`src/design/csem_pkg.sv`:
```
// Shared types and constants for the counting semaphore table.
// No dependencies; imported by every module of the block.
package csem_pkg;

   // Width of one semaphore count (two's complement)
   localparam int COUNT_W = 16;

   // Slots covered by one group of the free-slot finder
   localparam int GRP_SIZE = 8;
   localparam int GRP_W    = 3;

   // Largest count; post saturates here
   localparam logic [COUNT_W-1:0] COUNT_MAX = 16'h7FFF;

   // Operation codes
   typedef enum logic [1:0] {
      OP_ALLOC = 2'd0,
      OP_FREE  = 2'd1,
      OP_WAIT  = 2'd2,
      OP_POST  = 2'd3
   } op_type;

   // Status codes
   localparam logic [1:0] ST_OK      = 2'd0;
   localparam logic [1:0] ST_INVALID = 2'd1;
   localparam logic [1:0] ST_FULL    = 2'd2;
   localparam logic [1:0] ST_BLOCK   = 2'd3;

endpackage

```
`src/design/csem_count_ram.sv`:
```
// Count memory: one 16-bit count per slot, one read and one write port.
// Read data is registered. Depends on csem_pkg.
module csem_count_ram
   import csem_pkg::*;
#(
   parameter int SLOTS = 64
) (
   input  logic                       clock,
   input  logic                       rd_en,
   input  logic [$clog2(SLOTS)-1:0]   rd_addr,
   output logic [COUNT_W-1:0]         rd_data,
   input  logic                       wr_en,
   input  logic [$clog2(SLOTS)-1:0]   wr_addr,
   input  logic [COUNT_W-1:0]         wr_data
);

   logic [COUNT_W-1:0] mem [SLOTS];
   logic [COUNT_W-1:0] rd_data_ff;

   // Write port
   always_ff @(posedge clock) begin
      if (wr_en) begin
         mem[wr_addr] <= wr_data;
      end
   end

   // Registered read port; data holds until the next read
   always_ff @(posedge clock) begin
      if (rd_en) begin
         rd_data_ff <= mem[rd_addr];
      end
   end

   assign rd_data = rd_data_ff;

endmodule

```
`src/design/csem_free_finder.sv`:
```
// Two-step lowest-free-slot search over the in-use bits.
// Step one registers a per-group summary, step two picks the lowest group.
// Depends on csem_pkg.
module csem_free_finder
   import csem_pkg::*;
#(
   parameter int SLOTS = 64
) (
   input  logic                       clock,
   input  logic                       capture,
   input  logic [SLOTS-1:0]           free_vec,
   output logic                       found,
   output logic [$clog2(SLOTS)-1:0]   slot
);

   localparam int SW     = $clog2(SLOTS);
   localparam int GROUPS = (SLOTS + GRP_SIZE - 1) / GRP_SIZE;
   localparam int GW     = (GROUPS > 1) ? $clog2(GROUPS) : 1;
   localparam int PAD_W  = GROUPS * GRP_SIZE;

   logic [PAD_W-1:0]  free_pad;
   logic [GROUPS-1:0] grp_any_in;
   logic [GROUPS-1:0] grp_any_ff;
   logic [GRP_W-1:0]  grp_idx_in [GROUPS];
   logic [GRP_W-1:0]  grp_idx_ff [GROUPS];
   logic [GW-1:0]     grp_sel;
   logic [GW+GRP_W-1:0] pick;

   // Slots past the end of the table never read as free
   assign free_pad = PAD_W'(free_vec);

   // Per-group summary: any free slot and the lowest one inside the group
   always_comb begin
      for (int g = 0; g < GROUPS; g++) begin
         grp_any_in[g] = |free_pad[g*GRP_SIZE +: GRP_SIZE];
         grp_idx_in[g] = '0;
         for (int b = GRP_SIZE - 1; b >= 0; b--) begin
            if (free_pad[g*GRP_SIZE + b]) begin
               grp_idx_in[g] = GRP_W'(b);
            end
         end
      end
   end

   always_ff @(posedge clock) begin
      if (capture) begin
         grp_any_ff <= grp_any_in;
         grp_idx_ff <= grp_idx_in;
      end
   end

   // Lowest group that has a free slot
   always_comb begin
      grp_sel = '0;
      for (int g = GROUPS - 1; g >= 0; g--) begin
         if (grp_any_ff[g]) begin
            grp_sel = GW'(g);
         end
      end
   end

   assign found = |grp_any_ff;
   assign pick  = {grp_sel, grp_idx_ff[grp_sel]};
   assign slot  = pick[SW-1:0];

endmodule

```
`src/design/counting_semaphore_table.sv`:
```
// Counting semaphore table: a bank of SLOTS semaphores (in-use bit and count).
//
// Request channel (req_valid/req_ready): req_op selects alloc, free, wait or
// post; req_sem_id names the slot for free/wait/post; req_init_value is the
// starting count for alloc. Response channel (rsp_valid/rsp_ready) returns
// one transaction per request: rsp_status, rsp_granted_id, rsp_count_after.
//
// A request is accepted in ST_IDLE, which reads the count memory and registers
// the free-slot summary; in ST_EXEC the block modifies the count, writes it
// back and loads the response register. A new request is not accepted until
// the previous one has left ST_EXEC.
//
// A request may be accepted while the previous response waits. If the
// response register is still full when the next request finishes, the block
// holds that request until rsp_ready frees the register.
//
// Reset clears all in-use bits at once; the count memory is not cleared,
// since a count is only used for a slot in use. Depends on csem_pkg,
// csem_count_ram and csem_free_finder.
module counting_semaphore_table
   import csem_pkg::*;
#(
   parameter int SLOTS = 64
) (
   input  logic         clock,
   input  logic         reset,
   input  logic         req_valid,
   output logic         req_ready,
   input  logic [1:0]   req_op,
   input  logic [6:0]   req_sem_id,
   input  logic [15:0]  req_init_value,
   output logic         rsp_valid,
   input  logic         rsp_ready,
   output logic [1:0]   rsp_status,
   output logic [5:0]   rsp_granted_id,
   output logic [15:0]  rsp_count_after
);

   localparam int SW = $clog2(SLOTS);
   localparam int XW = (SW > 6) ? SW : 6;

   typedef enum logic {
      ST_IDLE,
      ST_EXEC
   } state_type;

   state_type           state_ff, state_in;
   op_type              op_ff;
   logic [SW-1:0]       slot_ff;
   logic                id_ok_ff;
   logic [COUNT_W-1:0]  init_ff;
   logic [SLOTS-1:0]    in_use_ff, in_use_in;
   logic                rsp_valid_ff, rsp_valid_in;
   logic [1:0]          rsp_status_ff, rsp_status_in;
   logic [5:0]          rsp_gid_ff, rsp_gid_in;
   logic [COUNT_W-1:0]  rsp_count_ff, rsp_count_in;

   logic                accept;
   logic                complete;
   logic                in_range;
   logic                found;
   logic [SW-1:0]       free_slot;
   logic [XW-1:0]       gid_ext;
   logic [COUNT_W-1:0]  rd_data;
   logic                wr_en;
   logic [SW-1:0]       wr_addr;
   logic [COUNT_W-1:0]  wr_data;

   assign req_ready = (state_ff == ST_IDLE);
   assign accept    = req_valid && req_ready;
   assign complete  = (state_ff == ST_EXEC) && (!rsp_valid_ff || rsp_ready);
   assign in_range  = ({1'b0, req_sem_id} < 8'(SLOTS));
   assign gid_ext   = XW'(free_slot);

   csem_count_ram #(.SLOTS(SLOTS)) u_count_ram (
      .clock   (clock),
      .rd_en   (accept && in_range),
      .rd_addr (req_sem_id[SW-1:0]),
      .rd_data (rd_data),
      .wr_en   (wr_en),
      .wr_addr (wr_addr),
      .wr_data (wr_data)
   );

   csem_free_finder #(.SLOTS(SLOTS)) u_free_finder (
      .clock    (clock),
      .capture  (accept),
      .free_vec (~in_use_ff),
      .found    (found),
      .slot     (free_slot)
   );

   // Modify step: result, count write-back and in-use update
   always_comb begin
      state_in      = state_ff;
      in_use_in     = in_use_ff;
      rsp_valid_in  = rsp_valid_ff && !rsp_ready;
      rsp_status_in = rsp_status_ff;
      rsp_gid_in    = rsp_gid_ff;
      rsp_count_in  = rsp_count_ff;
      wr_en         = 1'b0;
      wr_addr       = slot_ff;
      wr_data       = rd_data;

      if (accept) begin
         state_in = ST_EXEC;
      end

      if (complete) begin
         state_in      = ST_IDLE;
         rsp_valid_in  = 1'b1;
         rsp_status_in = ST_OK;
         rsp_gid_in    = '0;
         rsp_count_in  = '0;
         if (op_ff == OP_ALLOC) begin
            if (found) begin
               in_use_in[free_slot] = 1'b1;
               wr_en        = 1'b1;
               wr_addr      = free_slot;
               wr_data      = init_ff;
               rsp_gid_in   = gid_ext[5:0];
               rsp_count_in = init_ff;
            end else begin
               rsp_status_in = ST_FULL;
            end
         end else if (!id_ok_ff) begin
            rsp_status_in = ST_INVALID;
         end else begin
            unique case (op_ff)
               OP_FREE: begin
                  in_use_in[slot_ff] = 1'b0;
               end
               OP_WAIT: begin
                  if (rd_data[COUNT_W-1] || rd_data == '0) begin
                     rsp_status_in = ST_BLOCK;
                     rsp_count_in  = rd_data;
                  end else begin
                     wr_en        = 1'b1;
                     wr_data      = rd_data - COUNT_W'(1);
                     rsp_count_in = rd_data - COUNT_W'(1);
                  end
               end
               OP_POST: begin
                  wr_en = 1'b1;
                  if (rd_data != COUNT_MAX) begin
                     wr_data = rd_data + COUNT_W'(1);
                  end
                  rsp_count_in = wr_data;
               end
               default: begin
                  rsp_count_in = '0;
               end
            endcase
         end
      end
   end

   // State, captured request and response register
   always_ff @(posedge clock) begin
      if (reset) begin
         state_ff     <= ST_IDLE;
         in_use_ff    <= '0;
         rsp_valid_ff <= 1'b0;
      end else begin
         state_ff      <= state_in;
         in_use_ff     <= in_use_in;
         rsp_valid_ff  <= rsp_valid_in;
         rsp_status_ff <= rsp_status_in;
         rsp_gid_ff    <= rsp_gid_in;
         rsp_count_ff  <= rsp_count_in;
         if (accept) begin
            op_ff    <= op_type'(req_op);
            slot_ff  <= req_sem_id[SW-1:0];
            id_ok_ff <= in_range && in_use_ff[req_sem_id[SW-1:0]];
            init_ff  <= req_init_value;
         end
      end
   end

   assign rsp_valid       = rsp_valid_ff;
   assign rsp_status      = rsp_status_ff;
   assign rsp_granted_id  = rsp_gid_ff;
   assign rsp_count_after = rsp_count_ff;

`ifndef SYNTHESIS
   // A response only appears as the modify step finishes
   a_rsp_from_exec: assert property (@(posedge clock) disable iff (reset)
      $rose(rsp_valid_ff) |-> $past(state_ff == ST_EXEC))
      else $error("response appeared without a finished request");

   // Alloc never hands out a slot that is already in use
   a_alloc_free_slot: assert property (@(posedge clock) disable iff (reset)
      (complete && op_ff == OP_ALLOC && found) |-> !in_use_ff[free_slot])
      else $error("alloc granted a slot in use");

   // Would-block only reports a count of zero or below
   a_block_count: assert property (@(posedge clock) disable iff (reset)
      (rsp_valid && rsp_status == ST_BLOCK) |->
         (rsp_count_after[15] || rsp_count_after == 16'd0))
      else $error("would-block on a positive count");

   // Failed requests carry zero id and zero count
   a_fail_zero: assert property (@(posedge clock) disable iff (reset)
      (rsp_valid && (rsp_status == ST_INVALID || rsp_status == ST_FULL)) |->
         (rsp_granted_id == 6'd0 && rsp_count_after == 16'd0))
      else $error("failed request returned nonzero fields");
`endif

endmodule

```
`config.mk`:
```
export PLATFORM = sky130hd
export DESIGN_NAME = counting_semaphore_table
export DESIGN_NICKNAME = d
export VERILOG_FILES = /design/src/design/csem_pkg.sv /design/src/design/csem_count_ram.sv /design/src/design/csem_free_finder.sv /design/src/design/counting_semaphore_table.sv
export SDC_FILE = /design/constraint.sdc
export NUM_CORES = 1
export LEC_CHECK = 0
export ABC_CLOCK_PERIOD_IN_PS = 5300
export BUFFER_PORTS_ARGS = -buffer_cell sky130_fd_sc_hd__buf_2
export CORE_MARGIN = 2
export CORE_UTILIZATION = 55
export DETAILED_ROUTE_END_ITERATION = 16
export PLACE_DENSITY_LB_ADDON = 0.1
export SYNTH_ARGS = -nofsm -noshare
export SYNTH_HDL_FRONTEND = slang
export SYNTH_HIERARCHICAL = 1
export SYNTH_SLANG_ARGS = --single-unit
```
`constraint.sdc`:
```
create_clock -name clock -period 5.3 [get_ports clock]
set_clock_uncertainty 0.05 [all_clocks]
set_input_delay 0.795 -clock clock [delete_from_list [all_inputs] [get_ports clock]]
set_output_delay 0.795 -clock clock [all_outputs]
set_load 0.03 [all_outputs]
```
Word level (Yosys, flattened, before mapping)
Memory sizes are Yosys's and may differ from the RTL's. A register that Yosys moved wholly into a read port is not among the register bits.
Cells that the tools add are included.
{"block": "op_classes", "n_bitwise": 7, "multipliers": 0, "shifts": 0, "mux": 105, "n_lt_le_gt_ge": 7, "n_eq_ne": 5, "n_reduce_logical": 45, "addsub": 2, "n_div": 0}
{"operator": "$mux 64", "count": 4}
{"operator": "$mux 16", "count": 9}
{"operator": "$not 64->64", "count": 2}
{"operator": "$mux 3", "count": 42}
{"operator": "$reduce_or 8->1", "count": 9}
{"operator": "$and 64x64->64", "count": 1}
{"operator": "$or 64x64->64", "count": 1}
{"operator": "$pmux 16 s2", "count": 2}
{"operator": "$mux 2", "count": 21}
{"operator": "$reduce_or 4->1", "count": 8}
{"operator": "$lt 6x7->1 const B", "count": 3}
{"operator": "$mux 1", "count": 19}
{"operator": "$mux 6", "count": 3}
{"operator": "$reduce_or 2->1", "count": 9}
{"operator": "$add 16x1->16 const B", "count": 1}
{"operator": "$logic_not 16->1", "count": 1}
{"operator": "$ne 16x15->1 const B", "count": 1}
{"operator": "$sub 16x1->16 const B", "count": 1}
{"operator": "$demux 1 s6", "count": 2}
{"operator": "$ge 6x1->1 const B", "count": 2}
{"operator": "$bmux 3 s3", "count": 1}
{"operator": "$logic_and 1x1->1", "count": 7}
{"operator": "$lt 7x7->1 const B", "count": 1}
{"operator": "$bmux 1 s6", "count": 1}
{"operator": "other kinds (13)", "count": 20}
{"block": "word_totals", "latchBits": 0, "mem_bits_ro": 0, "n_memories": 1, "ramBits": 1024, "output_inout_bits": 26, "word_cells": 207, "in_bits": 29, "regBits": 147}
{"memory": "u_count_ram.mem", "depth": 64, "width": 16, "read_ports": 1, "rd_ports_with_merged_regs": 1, "write_ports": 1, "line_no": "csem_count_ram.sv:17", "rtl": "logic [COUNT_W-1:0] mem [SLOTS];"}

Logic depth before layout (Yosys ltp)
{"block": "logic_depth", "word_depth": 19, "depth_mapped": 13, "mapped_depth_nobuf": 10}

Hierarchy
Netlist, hierarchy kept.
{"mod": "csem_count_ram", "cells_per_inst": 1829, "n_inst": 1, "area_each_um2": 40202.3, "seq_area_each_um2": 31230.0}
{"mod": "counting_semaphore_table", "cells_per_inst": 783, "n_inst": 1, "area_each_um2": 6562.5, "seq_area_each_um2": 2792.7}
{"mod": "csem_free_finder", "cells_per_inst": 180, "n_inst": 1, "area_each_um2": 1864.3, "seq_area_each_um2": 960.9}

Worst setup path after synthesis
No wires, ideal clock.
{"block": "synth_timing", "path_type": "reg2reg", "start": "reg u_count_ram.rd_data_ff[1] (netlist: u_count_ram/rd_data[1]) (read register of u_count_ram.mem)", "end": "mem u_count_ram.mem[0][1] (data pin)", "period_less_slack_ps": 5178, "required_time_ps": 4548, "n_path_buf": 1, "slack_ps": 122, "arrival_ps": 4427, "setup_ps": 702, "path_stages_with_launch": 9, "path_cell_list": "edfxtp_1 clkbuf_1 inv_1 ha_1 nor3b_1 and4_1 or3_1 a311o_1 o21ai_0"}
{"block": "synth_between", "elab_chain_cells": 7, "elab_cells_between_ends": 12, "classes_between": "add/sub (2); eq/ne (1); mux (7); reduce/logical (2)"}
{"element": "from (decl)", "line_no": "csem_count_ram.sv:18", "rtl": "logic [COUNT_W-1:0] rd_data_ff;"}
{"element": "parallel branches: the longest is 6 deep, another holds $add 16x1->16"}
{"element": "$mux 16 *", "line_no": "counting_semaphore_table.sv:109", "rtl": "if (complete) begin"}
{"element": "named net wr_data[1]", "line_no": "counting_semaphore_table.sv:67", "rtl": "logic [COUNT_W-1:0] wr_data;"}
{"element": "to (decl)", "line_no": "csem_count_ram.sv:17"}
Mark *: on every way through the listed nets, which the timed path passes.

Worst setup path after layout
{"block": "layout_timing", "start": "reg u_free_finder.grp_any_ff[2]", "end": "mem u_count_ram.mem[36][8] (enable)"}
{"block": "layout_between", "elab_chain_cells": 10, "elab_cells_between_ends": 16, "classes_between": "mux (14); bitwise (1); reduce/logical (1)"}
{"element": "from (decl)", "line_no": "csem_free_finder.sv:23", "rtl": "logic [GROUPS-1:0] grp_any_ff;"}
{"element": "from (signal assigned)", "line_no": "csem_free_finder.sv:47", "rtl": "grp_any_ff <= grp_any_in;"}
{"element": "$mux 3 (3 in series)", "line_no": "csem_free_finder.sv:56", "rtl": "if (grp_any_ff[g]) begin"}
{"element": "named net free_slot[5]", "line_no": "counting_semaphore_table.sv:62", "rtl": "logic [SW-1:0] free_slot;"}
{"element": "$not 3->4 (implied by the code)", "line_no": "csem_free_finder.sv:63", "rtl": "assign pick = {grp_sel, grp_idx_ff[grp_sel]};"}
{"element": "$bmux 3 s3", "line_no": "csem_free_finder.sv:63"}
{"element": "$mux 3 (implied by the code) (2 in series)", "line_no": "csem_free_finder.sv:63"}
{"element": "named net free_slot[0]", "line_no": "counting_semaphore_table.sv:62"}
{"element": "$mux 6", "line_no": "counting_semaphore_table.sv:116", "rtl": "if (found) begin"}
{"element": "$mux 6", "line_no": "counting_semaphore_table.sv:115", "rtl": "if (op_ff == OP_ALLOC) begin"}
{"element": "$mux 6", "line_no": "counting_semaphore_table.sv:109"}
{"element": "named net wr_addr[0]", "line_no": "counting_semaphore_table.sv:66", "rtl": "logic [SW-1:0] wr_addr;"}
The timed path passes the listed nets, and every way through them passes these cells. The select of a mux whose other input is x is not followed.

==> reports/qor.txt <==
status - completed
most crowded layer after global routing - met2
Area after DPL - 0.0507 sq mm
Overall Global Routing Usage - 27.8%
main combinational cell family by area after synthesis - multiplexers
worst endpoint required time - 5.63 ns
row count - 109
Buffers on Ports - 54
data arrival time of the worst path - 5.02 ns
Tot Pwr - 0.0198 W
hpwl dp - 78400 um
drt drc - 0
layout cells sized above 1 - 21.6%
min cycle time layout - 4.68 ns
Unique masters post-synth - 80
Num Clock Sinks - 1187
RSZ-0062 raised after global routing - false
TritonCTS Buffers - 116
Avg Vias per Cell - 6.43
synthesis-to-layout area growth - 12.1%
Final Setup Violations - 0
H-tree levels - 3
met3 Use GR - 4.97%
final wirelength - 124000 um
initial core utilization - 55.3%
VDD IR max - 0.287 mV
synthesis-stage register bit count - 1187
post-route ant nets - 0
Slew Viols, Final - 0
Post-Synth Simple-Gate Area - 6.06%
Core Region - 0.0880 sq mm
synthesized area per cell - 17.4 sq um
Wirelength per Cell - 29.6 um
CTS tree - built
global-route wire length before repair - 182000 um
largest net degree at the start of global routing - 71
static leakage - 17.4 nW
flop2flop setup slack - 0.62 ns
post-synthesis mux area share - 14.1%
GRT overflow - 0
Slew headroom - 14.9%
Achievable Freq - 0.213 GHz
xor-xnor portion of the synthesized cell area - 0.0901%
CTS Hold Buffers Added - 0
Crit. End Element - flip-flop
Worst Setup Start Kind - flip-flop
met1 global-route usage - 40.2%
Reg area - 0.0350 sq mm
Nets - 2975
Clock transition at path regs - 0.06 ns
critical setup path kind - reg2reg
area of the multi-input gates - 0.0124 sq mm
top cells by area, synth - edfxtp_1, mux4_2, dfxtp_1
Max Buffers Root-to-Sink - 3
ys async rst share - 0%
share of the synthesized area in the top cell type - 69.2%
CP max FO - 16
worst skew pair latency - 0.71 ns
Synth Cell Area - 0.0486 sq mm
initial antenna violation count - 3
post-CTS setup buffers - 0
Seq/Total Area, Yosys - 71.9%
Vias - 27000
vias in the first global route - 26900
die boundary height - 301 um
Placed Instances - 3991
Final Hold Vio Count - 0
synth warn - 6
M2 GR Usage - 43.1%
total iterations of the first detailed-routing run - 6
largest area contributor in the netlist - edfxtp_1
Max Cap Violations - 0
complex-gate fraction of the synthesized area - 5.05%
Top FF cell, synth - edfxtp_1
Die X - 301 um
Cells after Synth - 2792
fin cells - 4203
post-layout util - 62.0%
Post-Synth Adder-Cell Area - 0.0515%
Mapped Nets - 2823
TNS Setup - 0 ns
PostCTS Resize Cnt - 0
Post-synth EDFFs - 1121
Starting DRT DRC Count - 3534
fin area - 0.0545 sq mm
GP Congestion - 0.944
period utilization - 88.4%
worst hold path class - in2reg
FILL cells - 6227
die area - 0.0908 sq mm
Least-Margin Pin Slew - 1.27 ns
Ports - 55
PD cells - 363 mW/mm^2
CTS root buf - clkbuf_16
-- flip-flops by register name, indices dropped and copies added (netlist names) --
signal and count:
state_ff 1, slot_ff 6, rsp_valid 1, u_free_finder/grp_idx_ff 24, u_count_ram/mem 1024, op_ff 2
in_use_ff 64, id_ok_ff 1, init_ff 16, rsp_status 2, u_free_finder/grp_any_ff 8, rsp_count_after 16
u_count_ram/rd_data 16, rsp_granted_id 6
-- stage by stage --
step | setup WS (ns) | hold WS, ns
final | 0.616 | 0.229
after global routing | 0.293 | 0.211
after CTS | 0.623 | 0.194
after detailed placement | 0.677 | 0.432
after global placement | 0.851 | 0.427
after floorplan | 0.122 | 0.413
-- power by group --
part / leakage (nW) / switching (W) / internal [W] / total (W)
sequential: 10.6 / 0.0000460 / 0.0104 / 0.0104
clock: 1.82 / 0.00342 / 0.00474 / 0.00816
combinational: 4.98 / 0.000818 / 0.000359 / 0.00118
total: 17.4 / 0.00429 / 0.0155 / 0.0198
-- Yosys cell counts (all sizes together), types with 45 or more instances --
master and number:
mux2i 108, nand3 45, o21ai 91, a21oi 107, edfxtp 1121, clkbuf 76
nor3 48, mux4 240, buf 84, nor2 115, nor2b 48, nand2 193
inv 89, dfxtp 66
-- area by class of cell --
class / count / share of cell area (%)
Clock buffer: 152 / 5.68
Clock inverter: 58 / 1.24
Tap cell: 1165 / 2.67
Inverter: 90 / 0.619
Antenna cell: 2 / 0.00918
Timing Repair Buffer: 194 / 2.79
Multi-Input combinational cell: 1355 / 22.8
Sequential cell: 1187 / 64.2
-- layer usage --
metal	wire length, um	vias to the layer above
met5	0	-
met4	4220	0
met3	11600	241
met2	57800	1396
met1	50700	13900
li1	-	11500
-- cell usage in the layout, fill, tap and decap left out, types with 22 or more instances in the layout --
| cell | synthesis | layout |
|---|---|---|
| nor4_1 | 28 | 28 |
| dfxtp_1 | 66 | 66 |
| nand2_1 | 192 | 192 |
| clkinv_1 | 1 | 23 |
| a21oi_1 | 107 | 107 |
| nor2b_1 | 48 | 47 |
| nand4_1 | 22 | 22 |
| clkbuf_16 | 0 | 117 |
| nor3_1 | 48 | 46 |
| mux2_2 | 32 | 32 |
| nand3_1 | 45 | 39 |
| buf_4 | 13 | 126 |
| buf_2 | 38 | 51 |
| a22oi_1 | 44 | 44 |
| o21ai_0 | 87 | 84 |
| mux2i_1 | 108 | 108 |
| clkbuf_1 | 73 | 31 |
| mux4_2 | 236 | 236 |
| inv_1 | 89 | 89 |
| nor2_1 | 113 | 111 |
| edfxtp_1 | 1121 | 1121 |
-- critical path, cell delays in order (launching register included) --
cell	delay (ns)
edfxtp_1	0.48
nor4_1	0.40
nor2b_2	0.50
buf_4	0.30
mux2i_1	0.22
mux2i_1	0.09
mux2_2	0.34
inv_1	0.20
o21ai_0	0.12
buf_4	0.18
nor2b_1	0.25
nand2_1	0.61
nor2_1	0.31
buf_4	0.30
-- path summary, 6_finish.rpt --
kind | start | end | cells after the start
setup / recovery | u_free_finder/grp_any_ff[2] | u_count_ram/mem[36][8] | 13
hold / removal | req_init_value[4] | init_ff[4] | 1
hold reg to reg | in_use_ff[3] | in_use_ff[3] | 2
setup reg to reg | u_free_finder/grp_any_ff[2] | u_count_ram/mem[36][8] | 13
-- kinds of logic (layout without fill, tap and decap cells) --
logic type | Yosys count | count (layout)
AOI/OAI and AO/OA | 376 | 376
xor gates and xnor gates | 5 | 5
adders and majority gates | 2 | 2
buffers and inverters | 250 | 494
DFF | 1187 | 1187
muxes | 380 | 380
other | 0 | 2
and+or+nand+nor | 592 | 592
Power figures use the tool's default switching activity.
